===== src/rtl/rtccu_pkg.sv =====
// rtccu_pkg: shared types, constants and calendar tables for the rtc calendar counter
// no dependencies
`timescale 1ns / 1ps

package rtccu_pkg;

  localparam logic [31:0] EPOCH_2000 = 32'd946684800;
  localparam logic [16:0] SECS_DAY   = 17'd86400;
  localparam logic [11:0] SECS_HOUR  = 12'd3600;
  localparam logic [5:0]  SECS_MIN   = 6'd60;
  localparam logic [8:0]  DAYS_YEAR  = 9'd365;

  localparam logic [5:0] SEC_LAST   = 6'd59;
  localparam logic [5:0] MIN_LAST   = 6'd59;
  localparam logic [4:0] HOUR_LAST  = 5'd23;
  localparam logic [3:0] MONTH_LAST = 4'd12;
  localparam logic [6:0] YEAR_LAST  = 7'd99;

  localparam logic [6:0] MIN_YEAR_RST = 7'd14;
  localparam logic [6:0] MAX_YEAR_RST = 7'd29;

  localparam int CFG_IDX_W = 2;
  localparam logic [CFG_IDX_W-1:0] REG_MIN_YEAR = 2'd0;
  localparam logic [CFG_IDX_W-1:0] REG_MAX_YEAR = 2'd1;

  typedef enum logic {
    ACT_TICK = 1'b0,
    ACT_LOAD = 1'b1
  } action_t;

  typedef struct packed {
    logic [6:0] year;
    logic [3:0] month;
    logic [4:0] day;
    logic [4:0] hour;
    logic [5:0] minute;
    logic [5:0] second;
  } cal_t;

  // month length, months outside 1..12 count as 31 days
  function automatic logic [4:0] days_in_month(input logic [3:0] month,
                                               input logic [6:0] year);
    logic [4:0] len;
    case (month)
      4'd2:                      len = (year[1:0] == 2'd0) ? 5'd29 : 5'd28;
      4'd4, 4'd6, 4'd9, 4'd11:   len = 5'd30;
      default:                   len = 5'd31;
    endcase
    return len;
  endfunction

  // days before the first of the month in a common year
  function automatic logic [8:0] days_before(input logic [3:0] month);
    logic [8:0] d;
    case (month)
      4'd2:    d = 9'd31;
      4'd3:    d = 9'd59;
      4'd4:    d = 9'd90;
      4'd5:    d = 9'd120;
      4'd6:    d = 9'd151;
      4'd7:    d = 9'd181;
      4'd8:    d = 9'd212;
      4'd9:    d = 9'd243;
      4'd10:   d = 9'd273;
      4'd11:   d = 9'd304;
      4'd12:   d = 9'd334;
      default: d = 9'd0;
    endcase
    return d;
  endfunction

endpackage


===== src/rtl/rtccu_advance.sv =====
// rtccu_advance: next calendar state for a tick or a load word
// depends on rtccu_pkg
`timescale 1ns / 1ps

module rtccu_advance
  import rtccu_pkg::*;
(
  input  cal_t    cur,
  input  action_t action,
  input  cal_t    load,
  output cal_t    nxt
);

  cal_t tick;
  logic sec_wrap;
  logic min_wrap;
  logic hour_wrap;
  logic day_wrap;
  logic month_wrap;

  always_comb begin
    sec_wrap   = (cur.second >= SEC_LAST);
    min_wrap   = sec_wrap && (cur.minute >= MIN_LAST);
    hour_wrap  = min_wrap && (cur.hour >= HOUR_LAST);
    day_wrap   = hour_wrap && (cur.day >= days_in_month(cur.month, cur.year));
    month_wrap = day_wrap && (cur.month >= MONTH_LAST);

    tick = cur;
    tick.second = sec_wrap ? 6'd0 : cur.second + 6'd1;
    if (sec_wrap) begin
      tick.minute = min_wrap ? 6'd0 : cur.minute + 6'd1;
    end
    if (min_wrap) begin
      tick.hour = hour_wrap ? 5'd0 : cur.hour + 5'd1;
    end
    if (hour_wrap) begin
      tick.day = day_wrap ? 5'd1 : cur.day + 5'd1;
    end
    if (day_wrap) begin
      tick.month = month_wrap ? 4'd1 : cur.month + 4'd1;
    end
    if (month_wrap) begin
      tick.year = (cur.year >= YEAR_LAST) ? 7'd0 : cur.year + 7'd1;
    end

    nxt = (action == ACT_LOAD) ? load : tick;
  end

endmodule


===== src/rtl/rtccu_conv.sv =====
// rtccu_conv: two-stage conversion of a calendar word to unix seconds and valid flag
// depends on rtccu_pkg
`timescale 1ns / 1ps

module rtccu_conv
  import rtccu_pkg::*;
(
  input  logic        clk,
  input  logic        rst_n,
  input  logic        a_valid,
  input  cal_t        a_cal,
  output logic        a_ready,
  input  logic [6:0]  min_year,
  input  logic [6:0]  max_year,
  output logic        out_valid,
  input  logic        out_ready,
  output cal_t        out_cal,
  output logic [31:0] out_unix,
  output logic        out_time_valid
);

  logic               b_v_r;
  cal_t               b_cal_r;
  logic signed [17:0] b_days_r;
  logic [16:0]        b_sod_r;
  logic               b_tv_r;

  logic               c_v_r;
  cal_t               c_cal_r;
  logic [31:0]        c_unix_r;
  logic               c_tv_r;

  logic               b_ready;
  logic               c_ready;

  logic [15:0]        yr_days;
  logic [5:0]         leap_days;
  logic               leap_adj;
  logic [16:0]        days_pos;
  logic signed [17:0] days_nxt;
  logic [16:0]        sod_nxt;
  logic               tv_nxt;
  logic signed [35:0] day_secs;
  logic [31:0]        unix_nxt;

  assign c_ready = !c_v_r || out_ready;
  assign b_ready = !b_v_r || c_ready;
  assign a_ready = b_ready;

  // stage b: day number since 2000 and seconds of day
  always_comb begin
    yr_days   = 16'(a_cal.year) * 16'(DAYS_YEAR);
    leap_days = 6'((8'(a_cal.year) + 8'd3) >> 2);
    leap_adj  = (a_cal.month > 4'd2) && (a_cal.year[1:0] == 2'd0);
    days_pos  = 17'(yr_days) + 17'(leap_days) + 17'(days_before(a_cal.month))
              + 17'(leap_adj) + 17'(a_cal.day);
    days_nxt  = $signed({1'b0, days_pos}) - 18'sd1;
    sod_nxt   = 17'(a_cal.hour) * 17'(SECS_HOUR) + 17'(a_cal.minute) * 17'(SECS_MIN)
              + 17'(a_cal.second);
    tv_nxt    = (a_cal.year >= min_year) && (a_cal.year <= max_year)
              && (a_cal.month >= 4'd1) && (a_cal.month <= MONTH_LAST)
              && (a_cal.day >= 5'd1) && (a_cal.hour <= HOUR_LAST)
              && (a_cal.minute <= MIN_LAST) && (a_cal.second <= SEC_LAST);
  end

  // stage c: scale days and add epoch
  always_comb begin
    day_secs = b_days_r * $signed({1'b0, SECS_DAY});
    unix_nxt = EPOCH_2000 + day_secs[31:0] + 32'(b_sod_r);
  end

  always_ff @(posedge clk) begin
    if (!rst_n) begin
      b_v_r <= 1'b0;
      c_v_r <= 1'b0;
    end else begin
      if (b_ready) begin
        b_v_r <= a_valid;
      end
      if (c_ready) begin
        c_v_r <= b_v_r;
      end
    end
  end

  always_ff @(posedge clk) begin
    if (b_ready && a_valid) begin
      b_cal_r  <= a_cal;
      b_days_r <= days_nxt;
      b_sod_r  <= sod_nxt;
      b_tv_r   <= tv_nxt;
    end
    if (c_ready && b_v_r) begin
      c_cal_r  <= b_cal_r;
      c_unix_r <= unix_nxt;
      c_tv_r   <= b_tv_r;
    end
  end

  assign out_valid      = c_v_r;
  assign out_cal        = c_cal_r;
  assign out_unix       = c_unix_r;
  assign out_time_valid = c_tv_r;

endmodule


===== src/rtl/rtc_calendar_counter_unix_time.sv =====
// rtc_calendar_counter_unix_time: real-time calendar counter with unix seconds output
// depends on rtccu_pkg, rtccu_advance, rtccu_conv
//
// usage:
//   input stream in_*: in_tuser is the action (0 tick one second, 1 load);
//   in_tdata carries the load fields, ignored on a tick.
//   result stream out_*: one word per input word with the calendar after the
//   word, unix seconds (2000-01-01 is 946684800, modulo 2^32) and, in
//   out_tuser, the valid flag (year in window, other fields in range).
//   config port cfg_*: index 0 min valid year, index 1 max valid year,
//   other indexes ignored; always ready, write only while idle.
// timing:
//   the calendar update is combinational; the result reaches out_* through the
//   calendar register, the day-number stage and the multiply stage. one word
//   per cycle sustained while out_tready stays high, the carry chain being combinational.
// reset: calendar goes to 2000-01-01 00:00:00, window to years 14..29,
//   pipeline emptied.
// stall: when out_tready is low the stages fill and in_tready drops once
//   all three hold a word; nothing is dropped.
`timescale 1ns / 1ps

module rtc_calendar_counter_unix_time
  import rtccu_pkg::*;
(
  input  logic                 clk,
  input  logic                 rst_n,
  input  logic                 in_tvalid,
  output logic                 in_tready,
  // load_year[6:0] load_month[10:7] load_day[15:11] load_hour[20:16]
  // load_minute[26:21] load_second[32:27], zero pad to 40
  input  logic [39:0]          in_tdata,
  // action[0]
  input  logic                 in_tuser,
  output logic                 out_tvalid,
  input  logic                 out_tready,
  // year[6:0] month[10:7] day[15:11] hour[20:16] minute[26:21]
  // second[32:27] unix_seconds[64:33], zero pad to 72
  output logic [71:0]          out_tdata,
  // time_valid[0]
  output logic                 out_tuser,
  input  logic                 cfg_valid,
  output logic                 cfg_ready,
  input  logic [CFG_IDX_W-1:0] cfg_index,
  input  logic [6:0]           cfg_data
);

  logic [6:0]  min_year_r;
  logic [6:0]  max_year_r;
  cal_t        cal_r;
  cal_t        cal_nxt;
  cal_t        load_cal;
  logic        a_v_r;
  cal_t        a_cal_r;
  logic        a_ready;
  logic        in_acc;
  cal_t        res_cal;
  logic [31:0] res_unix;
  logic        res_tv;

  assign cfg_ready = 1'b1;
  assign in_tready = !a_v_r || a_ready;
  assign in_acc    = in_tvalid && in_tready;

  assign load_cal.year   = in_tdata[6:0];
  assign load_cal.month  = in_tdata[10:7];
  assign load_cal.day    = in_tdata[15:11];
  assign load_cal.hour   = in_tdata[20:16];
  assign load_cal.minute = in_tdata[26:21];
  assign load_cal.second = in_tdata[32:27];

  rtccu_advance u_advance (
    .cur    (cal_r),
    .action (action_t'(in_tuser)),
    .load   (load_cal),
    .nxt    (cal_nxt)
  );

  always_ff @(posedge clk) begin
    if (!rst_n) begin
      min_year_r <= MIN_YEAR_RST;
      max_year_r <= MAX_YEAR_RST;
      cal_r      <= '{year: 7'd0, month: 4'd1, day: 5'd1, hour: 5'd0,
                      minute: 6'd0, second: 6'd0};
      a_v_r      <= 1'b0;
    end else begin
      if (cfg_valid && cfg_ready) begin
        case (cfg_index)
          REG_MIN_YEAR: min_year_r <= cfg_data;
          REG_MAX_YEAR: max_year_r <= cfg_data;
          default: ;
        endcase
      end
      if (in_acc) begin
        cal_r <= cal_nxt;
        a_v_r <= 1'b1;
      end else if (a_ready) begin
        a_v_r <= 1'b0;
      end
    end
  end

  always_ff @(posedge clk) begin
    if (in_acc) begin
      a_cal_r <= cal_nxt;
    end
  end

  rtccu_conv u_conv (
    .clk            (clk),
    .rst_n          (rst_n),
    .a_valid        (a_v_r),
    .a_cal          (a_cal_r),
    .a_ready        (a_ready),
    .min_year       (min_year_r),
    .max_year       (max_year_r),
    .out_valid      (out_tvalid),
    .out_ready      (out_tready),
    .out_cal        (res_cal),
    .out_unix       (res_unix),
    .out_time_valid (res_tv)
  );

  assign out_tdata = {7'd0, res_unix, res_cal.second, res_cal.minute, res_cal.hour,
                      res_cal.day, res_cal.month, res_cal.year};
  assign out_tuser = res_tv;

endmodule


===== config.mk =====
export PLATFORM = sky130hd
export DESIGN_NAME = rtc_calendar_counter_unix_time
export DESIGN_NICKNAME = d
export VERILOG_FILES = /design/src/rtl/rtccu_pkg.sv /design/src/rtl/rtccu_advance.sv /design/src/rtl/rtccu_conv.sv /design/src/rtl/rtc_calendar_counter_unix_time.sv
export SDC_FILE = /design/constraint.sdc
export NUM_CORES = 1
export LEC_CHECK = 0
export ABC_AREA = 0
export BUFFER_PORTS_ARGS = -buffer_cell sky130_fd_sc_hd__buf_4
export CAP_MARGIN = 5
export CORE_MARGIN = 3
export CORE_UTILIZATION = 55
export DETAILED_ROUTE_END_ITERATION = 6
export GPL_TIMING_DRIVEN = 0
export PLACE_DENSITY = 0.74
export REMOVE_ABC_BUFFERS = 1
export SLEW_MARGIN = 40
export SYNTH_ARGS = -nofsm -noshare
export SYNTH_HDL_FRONTEND = slang
export SYNTH_SLANG_ARGS = --single-unit

===== constraint.sdc =====
create_clock -name clk -period 6.8 [get_ports clk]
set_clock_uncertainty 0.05 [all_clocks]
set_input_delay 0.68 -clock clk [delete_from_list [all_inputs] [get_ports clk]]
set_output_delay 0.68 -clock clk [all_outputs]
set_load 0.02 [all_outputs]

==> summary.txt <==
Synth
  – Top cell type's share of synthesized area: 0.290
  – Yosys top cell by area: edfxtp_1
  – Synth cell count leaders: 267 x inv_1, 256 x ha_1, 164 x edfxtp_1
  – Adder-cell area share of the yosys netlist: 0.304
  – Ys async rst share: 0
  – Netlist Area Pre-Place: 17,000 um^2
  – Top cells by area, synth: edfxtp_1 29%, ha_1 19%, fa_1 12%
  – Syn Inst Count: 1,602
  – Synth Area in XOR/XNOR: 0.0479
  – Largest family of logic cells by synthesized area: adder cells
  – #FFs+latches synth: 223
  – Synth Warn #: 0
  – Avg Synthesized Cell Area: 10.6 um^2
  – Seq/Total Area, Yosys: 0.360
  – Predominant post-synthesis flop cell: edfxtp_1
  – Yosys cell types: 80
  – Area fraction in compound gates after synthesis: 0.119
  – Multiplexer area fraction after synthesis: 0.0110
  – Post-synth EDFFs: 164
  – Count leader, synth: inv_1
  – Post-synthesis simple-gate area fraction: 0.0865

Min path
  – Hold wc startpoint: cfg_data[3]
  – Hold Path Stages: 3
  – Hold Path End: max_year_r[3]$_SDFFE_PN1P_
  – Hold Crit Class: in2reg

Cells and area
  – Share of cells above drive strength 1: 0.116
  – Design area: 19,200 um^2
  – Syn-to-layout area delta: 13.5%
  – Ant diodes: 0
  – NumNets Final: 2,130

Clock network
  – Post-CTS Resized: 0
  – Clock Tree Buf Depth: 3
  – Worst-Skew Late Latency: 530 ps
  – Clock Sinks: 223
  – Setup Buffers After CTS: 0
  – Clock slew at reported path FFs: 60 ps
  – Root buffer cell: clkbuf_16
  – CTS H-tree depth: 1
  – Hold Buf Count CTS: 0
  – CTS tree: yes
  – Num CTS Buffers: 25

Drt
  – Detailed Route WL: 32,900 um
  – First-pass iteration count of the detailed router: 5
  – Detail Route Antenna Nets: 0
  – 1st-iter DRT viols: 613
  – DRC violations left: 0
  – Via count: 11.4k
  – Routed len/inst: 15.4 um
  – Via density: 5.34

Run status
  – Outcome: finished clean

Timing
  – Fin crit period: 6380 ps
  – Max frequency: 0.157 GHz
  – WHS: 351 ps
  – RSZ-0062 raised after global routing: false
  – Tcrit/Tclk final: 0.938
  – Final Hold Viols: 0
  – Worst-Margin Slew: 781 ps
  – Worst rel slew slack: 0.479
  – Setup Viol. Count Final: 0
  – Final Slew Violations: 0

Die
  – Die Ht: 182 um
  – Core area: 30,000 um^2
  – Die ar.: 33,000 um^2
  – Die Width: 182 um
  – Rows: 63
  – # IOs: 131
  – Initial Util: 0.565

Critical path
  – Crit. End Element: flop
  – Critical Path Fanout Max: 5
  – Worst r2r src: u_conv.b_days_r[3]$_DFFE_PP_
  – CP Class: reg2reg
  – WP data arrival: 6610 ps
  – CP startpoint kind: flop
  – R2R cell count: 23
  – CP most frequent cell: ha_1
  – Crit path required time: 7040 ps
  – Reg2Reg Setup Slack: 420 ps
  – Critical path's largest stage delay: 540 ps
  – CP Cell Sequence: ha_1 -> ha_1 -> inv_1 -> fa_1 -> fa_1 -> fa_1 -> inv_1 -> ha_1 -> a2111o_1 -> o22a_4 -> a21oi_1 -> o21bai_1 -> a21oi_1 -> o21bai_1 -> xor2_1 -> inv_1 -> ha_1 -> nand2_1 -> o31ai_1 -> a21bo_1 -> nor3_2 -> mux2_1 -> xnor2_1
  – Reg2reg end: u_conv.out_unix[30]$_DFFE_PP_
  – Slowest cell on the critical path: fa_1

Placement
  – Detailed Place HPWL: 25,200 um
  – Port buffer count: 115
  – Routability cong.: 0.899
  – Placed cell area: 18,300 um^2

Global routing
  – Gr usage total: 0.202
  – Vias in the first global route: 11.8k
  – Initial antenna violation count: 0
  – Largest net degree at the start of global routing: 69
  – First-pass GRT wire length: 56,200 um
  – Remaining Overflow, GRT: 0

Job
  – Max_cap viols: 0
-- per-layer routing --
metal | share of wire | vias to the layer above | GRT usage
met2 | 0.50 | 231 | 0.363
met1 | 0.44 | 5389 | 0.256
met5 | 0 | - | 0
met3 | 0.041 | 55 | 0.0266
met4 | 0.025 | 0 | 0.0570
li1 | - | 5695 | -
-- sequential cells by signal, indices dropped and copies added (netlist names), 7 cells and up, named ones only --
register and count:
min_year_r 7, cal_r 33, u_conv.out_unix 32, u_conv.b_cal_r 31
max_year_r 7, u_conv.out_cal 31, u_conv.b_sod_r 17, u_conv.b_days_r 18
a_cal_r 33
-- logic make-up after synthesis --
| kind of cell | after synthesis |
|---|---|
| fa+ha+maj | 354 |
| buf+inv | 307 |
| compound gates | 306 |
| simple gates | 301 |
| flops | 223 |
| xor+xnor | 91 |
| mux | 18 |
| other cells | 2 |
-- how the worst max path moves through the flow --
stage	start	end	slack [ps]
detailed placement	u_conv.b_days_r[3]$_DFFE_PP_	u_conv.out_unix[30]$_DFFE_PP_	440
CTS	u_conv.b_days_r[3]$_DFFE_PP_	u_conv.out_unix[30]$_DFFE_PP_	380
global placement	out_tready	u_conv.b_days_r[17]$_DFFE_PP_	-2370
floorplan	out_tready	u_conv.b_cal_r[10]$_DFFE_PP_	510
global route	u_conv.b_days_r[3]$_DFFE_PP_	u_conv.out_unix[30]$_DFFE_PP_	30
finish	u_conv.b_days_r[3]$_DFFE_PP_	u_conv.out_unix[30]$_DFFE_PP_	420
-- final cells by class --
class | count | area (um^2)
timing repair buffer | 124 | 1020
sequential | 223 | 6110
clock inverter | 17 | 263
fill | 2384 | 10800
inverter | 269 | 1010
multi-input combinational | 1078 | 9700
clock buffer | 29 | 651
tap | 390 | 488
-- through the flow --
stage                     utilization  cells  setup slack [ps]  setup TNS (ps)
after floorplan                     -   1570               514               0
after global placement          0.604   2075             -2370         -158740
after detailed placement        0.610   2084               439               0
after CTS                       0.641   2130               384               0
after global routing            0.641   2130              31.8               0
final                           0.641   2130               422               0
-- cells in the final DEF (no fill, tap or decap), drive strengths merged, types with 9 or more instances in the layout --
master and count:
o211ai 13, ha 256, edfxtp 164, xnor2 71
buf 124, fa 98, nand2 111, a21boi 21
nor2b 29, clkbuf 29, and3 12, nand2b 13
a21oi 85, nand3 16, o21a 9, mux2i 13
dfxtp 59, nor3 20, xor2 20, nor2 59
o21ai 77, inv 272, o21bai 15, a21o 24
-- critical path, delay by kind of cell (launching register included) --
family	cells	cell delay (ps)
AO/OA/AOI/OAI	8	1760
multiplexers	1	350
adder cells (fa/ha/maj)	7	2750
buffers and inverters	3	200
XOR/XNOR	2	320
AND/OR/NAND/NOR	2	210
flip-flops	1	500
Power is not shown: default switching activity piles up to over one toggle a cycle in this logic, so the estimate is an artifact.
